File: src/rtl/core/lrul_pkg.sv
// ----------------------------------------------------------------------------
// lrul_pkg
// Shared types and codes for the LRU replacement list: the input and result
// items, command and status codes, and the control bundle sent to each cell.
// ----------------------------------------------------------------------------
package lrul_pkg;

  localparam int KEY_W = 16;
  localparam int CNT_W = 5;

  localparam logic [1:0] CMD_INSERT = 2'd0;
  localparam logic [1:0] CMD_VICTIM = 2'd1;
  localparam logic [1:0] CMD_ERASE  = 2'd2;

  localparam logic [1:0] ST_OK   = 2'd0;
  localparam logic [1:0] ST_MISS = 2'd1;
  localparam logic [1:0] ST_FULL = 2'd2;

  typedef struct packed {
    logic [1:0]       cmd;
    logic [KEY_W-1:0] key;
  } in_item_t;

  typedef struct packed {
    logic [1:0]       status;
    logic [KEY_W-1:0] victim_key;
    logic [CNT_W-1:0] entry_count;
  } out_item_t;

  // Control bundle that the controller broadcasts to every cell.
  typedef struct packed {
    logic match;       // capture the key compare into the hit flag
    logic remove_hit;  // close the gap at the hit position
    logic remove_all;  // close the gap at the head (victim)
    logic touch;       // the top valid cell of the chain takes the new key
    logic append;      // the first free cell takes the new key
  } cell_ctl_t;

endpackage

File: src/rtl/core/lrul_cell.sv
// ----------------------------------------------------------------------------
// lrul_cell
// One position of the ordered key chain. Holds a key and a valid bit,
// compares against the command key, and takes its upper neighbor's entry
// when a gap at or below it closes, or the command key on append or touch.
// ----------------------------------------------------------------------------
module lrul_cell #(
  parameter int KEY_BITS = 16
) (
  input  logic                 clk,
  input  logic                 rst,
  input  lrul_pkg::cell_ctl_t  ctl,
  input  logic [KEY_BITS-1:0]  key_in,
  input  logic [KEY_BITS-1:0]  up_key,
  input  logic                 up_valid,
  input  logic                 down_valid,
  input  logic                 seen_in,
  output logic                 seen_out,
  output logic                 hit,
  output logic [KEY_BITS-1:0]  key,
  output logic                 valid
);
  import lrul_pkg::*;

  logic shift;
  logic is_top;

  // A hit at this position or below leaves a gap that this cell must close.
  assign seen_out = seen_in | hit;
  assign shift    = ctl.remove_all | (ctl.remove_hit & seen_out);
  assign is_top   = valid & ~up_valid;

  always_ff @(posedge clk) begin
    if (rst) begin
      valid <= 1'b0;
      hit   <= 1'b0;
    end else begin
      if (ctl.match) begin
        hit <= valid && (key == key_in);
      end
      if (shift) begin
        if (!(ctl.touch && is_top)) begin
          valid <= up_valid;
        end
      end else if (ctl.append && !valid && down_valid) begin
        valid <= 1'b1;
      end
    end
  end

  always_ff @(posedge clk) begin
    if (shift) begin
      if (ctl.touch && is_top) begin
        key <= key_in;
      end else begin
        key <= up_key;
      end
    end else if (ctl.append && !valid && down_valid) begin
      key <= key_in;
    end
  end

endmodule

File: src/rtl/core/lru_replacement_list_unit.sv
// ----------------------------------------------------------------------------
// lru_replacement_list_unit
// LRU ordered key set built as a shifting chain of cells, least recent key
// in cell 0. Handles insert/touch, take victim and erase commands.
// ----------------------------------------------------------------------------
//  Channel   Signals                            Payload
//  input     in_valid, in_stall, in_item        cmd, key
//  output    out_valid, out_stall, out_item     status, victim_key, entry_count
//
//  Each item goes through accept, then per-cell key compare, then chain update.
//  The update waits while the output register holds a result not yet taken.
//  in_stall is high from accept until the update cycle completes.
//  Reset (rst, synchronous) empties the chain; no clearing pass is needed.
// ----------------------------------------------------------------------------
module lru_replacement_list_unit #(
  parameter int CAPACITY = 16,
  parameter int KEY_BITS = 16
) (
  input  logic                clk,
  input  logic                rst,
  input  logic                in_valid,
  output logic                in_stall,
  input  lrul_pkg::in_item_t  in_item,
  output logic                out_valid,
  input  logic                out_stall,
  output lrul_pkg::out_item_t out_item
);
  import lrul_pkg::*;

  localparam int CW = $clog2(CAPACITY + 1);

  localparam logic [1:0] PH_IDLE  = 2'd0;
  localparam logic [1:0] PH_MATCH = 2'd1;
  localparam logic [1:0] PH_UPD   = 2'd2;

  logic [1:0]          state;
  logic [1:0]          state_next;
  logic [1:0]          cmd;
  logic [KEY_BITS-1:0] key;
  logic [CW-1:0]       count;
  logic [CW-1:0]       count_next;

  logic [KEY_BITS-1:0] cell_key   [CAPACITY];
  logic [CAPACITY-1:0] cell_valid;
  logic [CAPACITY-1:0] cell_hit;
  logic [CAPACITY:0]   seen;

  cell_ctl_t           ctl;
  logic                in_take;
  logic                upd_go;
  logic                any_hit;
  logic                is_full;
  logic                is_empty;
  logic [1:0]          status_next;
  logic [KEY_BITS-1:0] victim_next;

  logic [KEY_W+KEY_BITS-1:0] key_wide;
  logic [KEY_BITS+KEY_W-1:0] victim_wide;
  logic [CW+CNT_W-1:0]       count_wide;

  assign in_stall = (state != PH_IDLE);
  assign in_take  = in_valid && !in_stall;
  assign upd_go   = (state == PH_UPD) && (!out_valid || !out_stall);

  assign key_wide = {{KEY_BITS{1'b0}}, in_item.key};

  always_ff @(posedge clk) begin
    if (in_take) begin
      cmd <= in_item.cmd;
      key <= key_wide[KEY_BITS-1:0];
    end
  end

  // The hit chain runs bottom to top; its far end says whether any cell hit.
  assign seen[0]  = 1'b0;
  assign any_hit  = seen[CAPACITY];
  assign is_full  = (count == CW'(CAPACITY));
  assign is_empty = (count == '0);

  genvar gi;
  generate
    for (gi = 0; gi < CAPACITY; gi++) begin : g_cell
      logic [KEY_BITS-1:0] up_key;
      logic                up_valid;
      logic                down_valid;
      if (gi == CAPACITY - 1) begin : g_last
        assign up_key   = key;
        assign up_valid = 1'b0;
      end else begin : g_mid
        assign up_key   = cell_key[gi+1];
        assign up_valid = cell_valid[gi+1];
      end
      if (gi == 0) begin : g_first
        assign down_valid = 1'b1;
      end else begin : g_rest
        assign down_valid = cell_valid[gi-1];
      end
      lrul_cell #(
        .KEY_BITS(KEY_BITS)
      ) u_cell (
        .clk       (clk),
        .rst       (rst),
        .ctl       (ctl),
        .key_in    (key),
        .up_key    (up_key),
        .up_valid  (up_valid),
        .down_valid(down_valid),
        .seen_in   (seen[gi]),
        .seen_out  (seen[gi+1]),
        .hit       (cell_hit[gi]),
        .key       (cell_key[gi]),
        .valid     (cell_valid[gi])
      );
    end
  endgenerate

  always_comb begin
    ctl         = '0;
    ctl.match   = (state == PH_MATCH);
    count_next  = count;
    status_next = ST_OK;
    victim_next = '0;
    state_next  = state;
    case (state)
      PH_IDLE: begin
        if (in_take) begin
          state_next = PH_MATCH;
        end
      end
      PH_MATCH: begin
        state_next = PH_UPD;
      end
      PH_UPD: begin
        case (cmd)
          CMD_INSERT: begin
            if (any_hit) begin
              ctl.remove_hit = upd_go;
              ctl.touch      = upd_go;
            end else if (is_full) begin
              status_next = ST_FULL;
            end else begin
              ctl.append = upd_go;
              count_next = count + 1'b1;
            end
          end
          CMD_VICTIM: begin
            if (is_empty) begin
              status_next = ST_MISS;
            end else begin
              ctl.remove_all = upd_go;
              victim_next    = cell_key[0];
              count_next     = count - 1'b1;
            end
          end
          CMD_ERASE: begin
            if (any_hit) begin
              ctl.remove_hit = upd_go;
              count_next     = count - 1'b1;
            end else begin
              status_next = ST_MISS;
            end
          end
          default: begin
          end
        endcase
        if (upd_go) begin
          state_next = PH_IDLE;
        end
      end
      default: begin
        state_next = PH_IDLE;
      end
    endcase
  end

  assign victim_wide = {{KEY_W{1'b0}}, victim_next};
  assign count_wide  = {{CNT_W{1'b0}}, count_next};

  always_ff @(posedge clk) begin
    if (rst) begin
      state     <= PH_IDLE;
      count     <= '0;
      out_valid <= 1'b0;
    end else begin
      state <= state_next;
      if (upd_go) begin
        count     <= count_next;
        out_valid <= 1'b1;
      end else if (!out_stall) begin
        out_valid <= 1'b0;
      end
    end
  end

  always_ff @(posedge clk) begin
    if (upd_go) begin
      out_item.status      <= status_next;
      out_item.victim_key  <= victim_wide[KEY_W-1:0];
      out_item.entry_count <= count_wide[CNT_W-1:0];
    end
  end

  // Valid cells always form a run from cell 0 whose length is the count.
  a_count_matches: assert property (@(posedge clk) disable iff (rst)
    $countones(cell_valid) == count)
    else $error("valid cells disagree with count");

  a_count_bound: assert property (@(posedge clk) disable iff (rst)
    count <= CW'(CAPACITY))
    else $error("count exceeds capacity");

  // Held keys are distinct, so at most one cell can hit.
  a_single_hit: assert property (@(posedge clk) disable iff (rst)
    state == PH_UPD |-> $onehot0(cell_hit))
    else $error("more than one cell hit");

  a_accept_to_match: assert property (@(posedge clk) disable iff (rst)
    in_take |=> state == PH_MATCH)
    else $error("accepted item did not enter compare");

endmodule
File: config.mk
export PLATFORM = sky130hd
export DESIGN_NAME = lru_replacement_list_unit
export DESIGN_NICKNAME = d
export VERILOG_FILES = /design/src/rtl/core/lrul_pkg.sv /design/src/rtl/core/lrul_cell.sv /design/src/rtl/core/lru_replacement_list_unit.sv
export SDC_FILE = /design/constraint.sdc
export NUM_CORES = 1
export LEC_CHECK = 0
export BUFFER_PORTS_ARGS = -buffer_cell sky130_fd_sc_hd__buf_2
export CAP_MARGIN = 10
export CORE_MARGIN = 2
export CORE_UTILIZATION = 50
export DETAILED_ROUTE_END_ITERATION = 10
export PLACE_DENSITY = 0.66
export SETUP_SLACK_MARGIN = 0.2
export SLEW_MARGIN = 20
export SYNTH_ARGS = -nofsm -noshare
export SYNTH_HDL_FRONTEND = slang
export SYNTH_SLANG_ARGS = --single-unit
File: constraint.sdc
create_clock -name clk -period 4.6 [get_ports clk]
set_input_delay 0.69 -clock clk [delete_from_list [all_inputs] [get_ports clk]]
set_output_delay 0.69 -clock clk [all_outputs]
set_load 0.005 [all_outputs]
=== Word level (Yosys, flattened, before mapping) ===
Index checks and enable logic that the tools add are counted.
W data, S select, Z words.

* Register bits after elaboration: 337
* Latch bits: 0
* Memory bits (writable): 0
* ROM bits: 0
* Input bits: 22
* Output and inout bits: 25
* Memories: 0

* Add/subtract/negate cells: 2
* Multipliers: 0
* Divide/modulo/power cells: 0
* Order comparisons: 0
* Equality and inequality tests: 40
* Shift-type cells: 0
* Muxes and demuxes: 119
* Bitwise gates (word level): 79
* Reduce and logical (&&, ||, !) cells: 124

{| class="wikitable"
|+ Operators by type and width
! cell !! number
|-
| $mux W16 || 47
|-
| $eq A16 B16 Y1 || 16
|-
| $logic_and A1 B1 Y1 || 65
|-
| $mux W1 || 58
|-
| $ne A2 B2 Y1 const B || 18
|-
| $reduce_and A2 Y1 || 17
|-
| $reduce_bool A2 Y1 || 17
|-
| $and A1 B1 Y1 || 31
|-
| $or A1 B1 Y1 || 31
|-
| $mux W5 || 5
|-
| $logic_not A1 Y1 || 19
|-
| $not A1 Y1 || 17
|-
| $pmux W5 S3 || 1
|-
| $pmux W2 S3 || 2
|-
| $mux W2 || 5
|-
| $add A5 B1 Y5 const B || 1
|-
| $eq A5 B5 Y1 const B || 1
|-
| $logic_not A5 Y1 || 1
|-
| $sub A5 B1 Y5 const B || 1
|-
| $eq A2 B1 Y1 const B || 2
|-
| $eq A2 B2 Y1 const B || 2
|-
| $logic_not A2 Y1 || 2
|-
| $mux W4 || 1
|-
| $reduce_or A3 Y1 || 1
|-
| 3 further kinds || 3
|}

=== Depth between registers and ports, before layout ===
* Word-level depth: 22
* Mapped depth: 11

=== By module ===
From an unflattened synthesis, not the netlist that was laid out.

* Cell total of the unflattened synthesis: 1342
* Area total of the unflattened synthesis: 18954.4 µm²

{| class="wikitable"
|+ Modules (own cells, without submodules)
! module !! instances !! cells an instance !! area an instance (µm²) !! sequential area each (µm²)
|-
| lrul_cell || 16 || 73 || 1048.5 || 520.5
|-
| lru_replacement_list_unit || 1 || 174 || 2178.3 || 1391.3
|}

=== Least setup slack after synthesis ===
No wires, ideal clock.

* Path kind: register to register
* From: register count[0]
* To: register g_cell[4].u_cell.key[0], enable pin
* Arrival time: 3.219 ns
* Required time: 4.186 ns
* Slack: 0.967 ns
* Stages on the path, launching flop included: 9
* Buffers on the path: 2
* Clock period less this slack: 3.633 ns
* Path through: dfxtp_1 clkbuf_1 inv_1 ha_1 or3b_2 nor2_1 or4_1 buf_2 o31ai_1

* Word-level cells in the longest chain between the ends: 8
* Elaborated cells between the ends (all ways): 12
* Classes of those cells: 1 x eq/ne; 6 x mux; 1 x bitwise; 4 x reduce/logical

{| class="wikitable"
|+ RTL lines
! item !! line !! text
|-
| start, declared || lru_replacement_list_unit.sv:40 || <nowiki>logic [CW-1:0] count;</nowiki>
|-
| start signal, assigned || lru_replacement_list_unit.sv:187 || <nowiki>count <= count_next;</nowiki>
|-
| $eq A5 B5 Y1 || lru_replacement_list_unit.sv:77 || <nowiki>assign is_full = (count == CW'(CAPACITY));</nowiki>
|-
| $mux W1 || lru_replacement_list_unit.sv:139 || <nowiki>end else if (is_full) begin</nowiki>
|-
| $mux W1 || lru_replacement_list_unit.sv:136 || <nowiki>if (any_hit) begin</nowiki>
|-
| $mux W2 || lru_replacement_list_unit.sv:134 || <nowiki>case (cmd)</nowiki>
|-
| $mux W4 (*) || lru_replacement_list_unit.sv:124 || <nowiki>case (state)</nowiki>
|-
| $logic_and A1 B1 Y1 (2 in a row) || lrul_cell.sv:58 || <nowiki>end else if (ctl.append && !valid && down_valid) begin</nowiki>
|-
| $reduce_bool A2 Y1 (no source line) (*) || -- ||
|-
| end signal, assigned || lrul_cell.sv:54 || <nowiki>key <= key_in;</nowiki>
|-
| end signal, assigned || lrul_cell.sv:56 || <nowiki>key <= up_key;</nowiki>
|-
| end signal, assigned || lrul_cell.sv:59 || <nowiki>key <= key_in;</nowiki>
|-
| end, declared || lrul_cell.sv:20 || <nowiki>output logic [KEY_BITS-1:0] key,</nowiki>
|}

Mark *: on every way between the ends. The rest lies on a longest branch, timed or not.
A chain may end at the register's enable or synchronous reset.

=== Final worst setup path ===
* From: register count[0]
* To: register g_cell[14].u_cell.key[1], enable pin

* Word-level cells in the longest chain between the ends: 8
* Elaborated cells between the ends (all ways): 12
* Classes of those cells: 1 x eq/ne; 6 x mux; 1 x bitwise; 4 x reduce/logical

{| class="wikitable"
|+ RTL lines
! item !! line
|-
| $eq A5 B5 Y1 || lru_replacement_list_unit.sv:77
|-
| $mux W1 || lru_replacement_list_unit.sv:139
|-
| $mux W1 || lru_replacement_list_unit.sv:136
|-
| $mux W2 || lru_replacement_list_unit.sv:134
|-
| $mux W4 (*) || lru_replacement_list_unit.sv:124
|-
| $logic_and A1 B1 Y1 (2 in a row) || lrul_cell.sv:58
|-
| $reduce_bool A2 Y1 (no source line) (*) || --
|-
| end signal, assigned || lrul_cell.sv:54
|-
| end signal, assigned || lrul_cell.sv:56
|-
| end signal, assigned || lrul_cell.sv:59
|-
| end, declared || lrul_cell.sv:20
|}

Marked as above.

==> impl_summary.txt <==
----------------------------------------------------
[Logic synthesis]
  Top-count cell post-synth ... edfxtp_1
  Async S/R FF share, synth ... 0%
  Syn Std Cell Area ... 18200 µm²
  Synth Instances ... 1363
  Number of distinct library cells after synthesis ... 81
  Post-synth top area cell ... edfxtp_1
  Yosys warning total ... 0
  Avg Inst Size Synth ... 13.4 µm²
  Number of synthesized flops with an enable pin ... about 300
  FF+latch count, synth ... 337
  Ranking of synthesized cells by area ... edfxtp_1 49%, xnor2_1 9.3%, mux2_2 8.0%
  Top cells by instance count after synthesis ... 297 x edfxtp_1, 194 x xnor2_1, 130 x mux2_2, 70 x mux2_4, 68 x clkbuf_1
  Leading register cell type out of synthesis ... edfxtp_1
  Area fraction of the dominant cell type after synthesis ... 49.0%
  Sequential area share after synthesis ... between 50% and 60%
  Net Count, Synth ... between 1000 and 1500

[Placed design]
  Routability congestion estimate ... between 0.8 and 0.9
  Worst slack after detailed placement ... 1.26 ns
  Total instance count after detailed placement ... around 1800
  Detailed placer's ending HPWL ... 29100 µm
  Placed cell areas ... 18800 µm²
  Port Buffers ... 46

[Clock tree]
  Root Driver ... clkbuf_16
  Clock slew at the register clock pins of the worst setup and hold paths ... 0.06 ns
  CTS tree ... done
  Count of hold-fix buffers inserted at cts ... 0
  Clock buffer depth ... 3
  Clock tree sinks ... 337
  Number of buffers inserted to repair setup after CTS ... 0
  Inserted Clock Buffers ... 38
  H-tree lvl count ... 2
  Number of gates resized after cts ... 0
  Clock Latency Late Sink ... 0.54 ns

[Worst setup path]
  Type of element capturing the critical path ... flop
  Worst R2R Start ... count[0]$_SDFFE_PP0P_
  Capturing point of the worst reg2reg path ... g_cell[14].u_cell.key[1]$_DFFE_PP_
  CP Launch Type ... flop
  Depth of the worst register-to-register path ... 7
  Worst endpoint data arrival time ... 3.50 ns
  Required time at the endpoint of the critical path ... 4.77 ns
  Critical Path Fanout Max ... 16
  Critical path class ... flop to flop
  Register-to-Register Setup Slack ... 1.27 ns

[Drt]
  Detailed-route vias per instance ... 5.72
  Routed wire length ... between 40000 and 50000 µm
  Length of the first detailed-routing pass in iterations ... 5
  Number of design rule violations left after detail routing ... 0
  Initial DRC count ... 737
  Wire length per cell after detailed routing ... 21.9 µm
  Vias after detailed routing ... 10695
  Number of nets still failing antenna checks after routing ... 0

[Timing]
  Least setup slack across all paths after layout ... 1.27 ns
  Setup TNS ... 0 ns
  Share of the clock period used by the worst path after layout ... 72.4%
  Worst slew margin ... 25.3%
  Fmax ... 300 MHz
  Slew at the pin closest to its max-slew limit ... 1.12 ns
  Count of endpoints failing hold in the final timing report ... 0
  Unrepaired setup endpoints after global routing ... false
  Number of setup violations in the final report ... 0
  Time the worst path needs with I/O delays and setup ... between 3 and 4 ns
  Worst-case clock skew ... 0.0228 ns
  Number of max-slew violations in the final report ... 0

[Floorplanning]
  Chip width ... 195 µm
  Number of rows in the core area ... slightly below 70
  Core outline area ... roughly 36000 µm²
  Die Span Y ... 195 µm
  Boundary pin count ... 47
  Starting density of the core ... 51.0%
  Total Die Area ... 38000 µm²

[Min path]
  Class of the tightest hold or removal check ... input pin to flop
  End of the worst hold path ... g_cell[15].up_key[12]$_DFFE_PP_
  WHS Path Cells ... 1
  Startpoint of the most critical hold path ... in_item[12]

[Cells and area]
  Diodes inserted ... 0
  Finished layout cell area ... slightly above 20000 µm²
  Final design utilization ... ~56%
  Layout cells sized above 1 ... between 20% and 30%
  Total Nets Final ... 1404
  Non-filler instance count after layout ... 1871
  Synthesis-to-finish area growth ... 10.7%

[GRT]
  Largest net degree at the start of global routing ... 40
  Initial antenna violation count ... 0
  Total GRT Usage ... 21.7%
  Number of global-route vias before repair ... 10811
  Total global routing overflow ... 0
  Global-route wire length before repair ... 63700 µm

[Flow run]
  Max-capacitance violation count ... 0

[Power]
  Power Density ... 353 nW/µm²
  Maximum VDD drop ... 0.248 mV
  Static leakage ... roughly 6.6 nW

[Outcome]
  Status ... completed

----------------------------------------------------
power breakdown:
group	total, mW	internal, mW	switching (mW)
clock	3.25	2.02	1.23
combinational	0.461	0.228	0.233
sequential	3.40	3.35	0.0501
cell families after synthesis:
logic type / synth area share (%)
and+or+nand+nor: 8.14
DFF: 53.4
xor gates and xnor gates: 12.4
AOI/OAI and AO/OA: 5.96
buffers and inverters: 3.49
adders and majority gates: 0.137
muxes: 16.5
worst max-delay path: stages, from the launching register on:
cell     delay, ns
dfxtp_1       0.50
inv_1         0.16
ha_1          0.29
or3b_2        0.23
nor2_1        0.12
nor4_2        0.87
nand2_1       0.16
nand2_1       0.63
routing by layer:
layer	vias up	routed length [µm]	global-route usage, %
met5	-	0	0
met2	226	20600	38.1
li1	5073	-	-
met4	0	860	5.85
met1	5339	18100	28.1
met3	57	1550	3.05
cell type report:
class	count	area [µm²]
clock inverter	17	283
sequential	337	9720
timing repair buffer	90	561
clock buffer	53	1070
tap	461	577
fill	2903	15600
inverter	19	71.3
multi-input combinational	894	7880
layout by cell type (no fill, tap or decap), types with 4 or more instances in the layout:
| cell | netlist | layout |
|---|---|---|
| buf_4 | 9 | 44 |
| nor2b_1 | 7 | 7 |
| o21ai_0 | 22 | 17 |
| edfxtp_1 | 297 | 297 |
| nand2b_1 | 6 | 6 |
| o21a_1 | 4 | 4 |
| clkbuf_16 | 0 | 39 |
| nand4_1 | 49 | 49 |
| clkbuf_8 | 0 | 4 |
| xor2_1 | 64 | 64 |
| mux2_2 | 130 | 130 |
| nor3_1 | 10 | 10 |
| bufinv_16 | 0 | 7 |
| a211oi_1 | 11 | 11 |
| clkinv_1 | 0 | 4 |
| nand2_1 | 32 | 32 |
| o31ai_2 | 1 | 4 |
| nor2_1 | 45 | 44 |
| buf_2 | 9 | 46 |
| dfxtp_1 | 40 | 40 |
| and3_1 | 17 | 17 |
| mux2i_1 | 4 | 4 |
| clkbuf_1 | 68 | 10 |
| mux2_1 | 40 | 40 |
| xnor2_1 | 194 | 194 |
| a21oi_1 | 40 | 40 |
| nor4_1 | 34 | 34 |
| mux2_4 | 70 | 70 |
| inv_1 | 19 | 19 |
| a21oi_4 | 7 | 7 |
| a31oi_4 | 6 | 6 |
| nand3_1 | 23 | 23 |
| a31oi_1 | 6 | 6 |
| o21ai_1 | 1 | 6 |
metrics by stage:
stage                     hold WS, ns  power [mW]
after floorplan                 0.424        3.79
after global placement          0.481        3.92
after detailed placement        0.489        3.93
after CTS                       0.304        7.15
after global routing            0.310        7.31
final                           0.320        7.11
registers in the layout, summed over array words and instances, names as in the netlist:
signal	flops
cmd	2
count	5
g_cell.u_cell.hit	16
g_cell.u_cell.key	256
g_cell.u_cell.valid	16
g_cell.up_key	16
out_item	23
out_valid	1
state	2
worst max path at each step:
stage                                      from                                   to  slack (ns)  depth (start not counted)
after CTS                 count[0]$_SDFFE_PP0P_   g_cell[14].u_cell.key[9]$_DFFE_PP_        1.26                          7
after detailed placement  count[0]$_SDFFE_PP0P_   g_cell[14].u_cell.key[4]$_DFFE_PP_        1.26                          7
final                     count[0]$_SDFFE_PP0P_   g_cell[14].u_cell.key[1]$_DFFE_PP_        1.27                          7
after global placement    count[0]$_SDFFE_PP0P_  g_cell[14].u_cell.key[15]$_DFFE_PP_        1.34                          7
after floorplan           count[0]$_SDFFE_PP0P_    g_cell[4].u_cell.key[0]$_DFFE_PP_        0.97                          8
after global routing      count[0]$_SDFFE_PP0P_   g_cell[7].u_cell.key[15]$_DFFE_PP_        1.11                          8
Note: power is estimated with default switching activity, not from simulation.
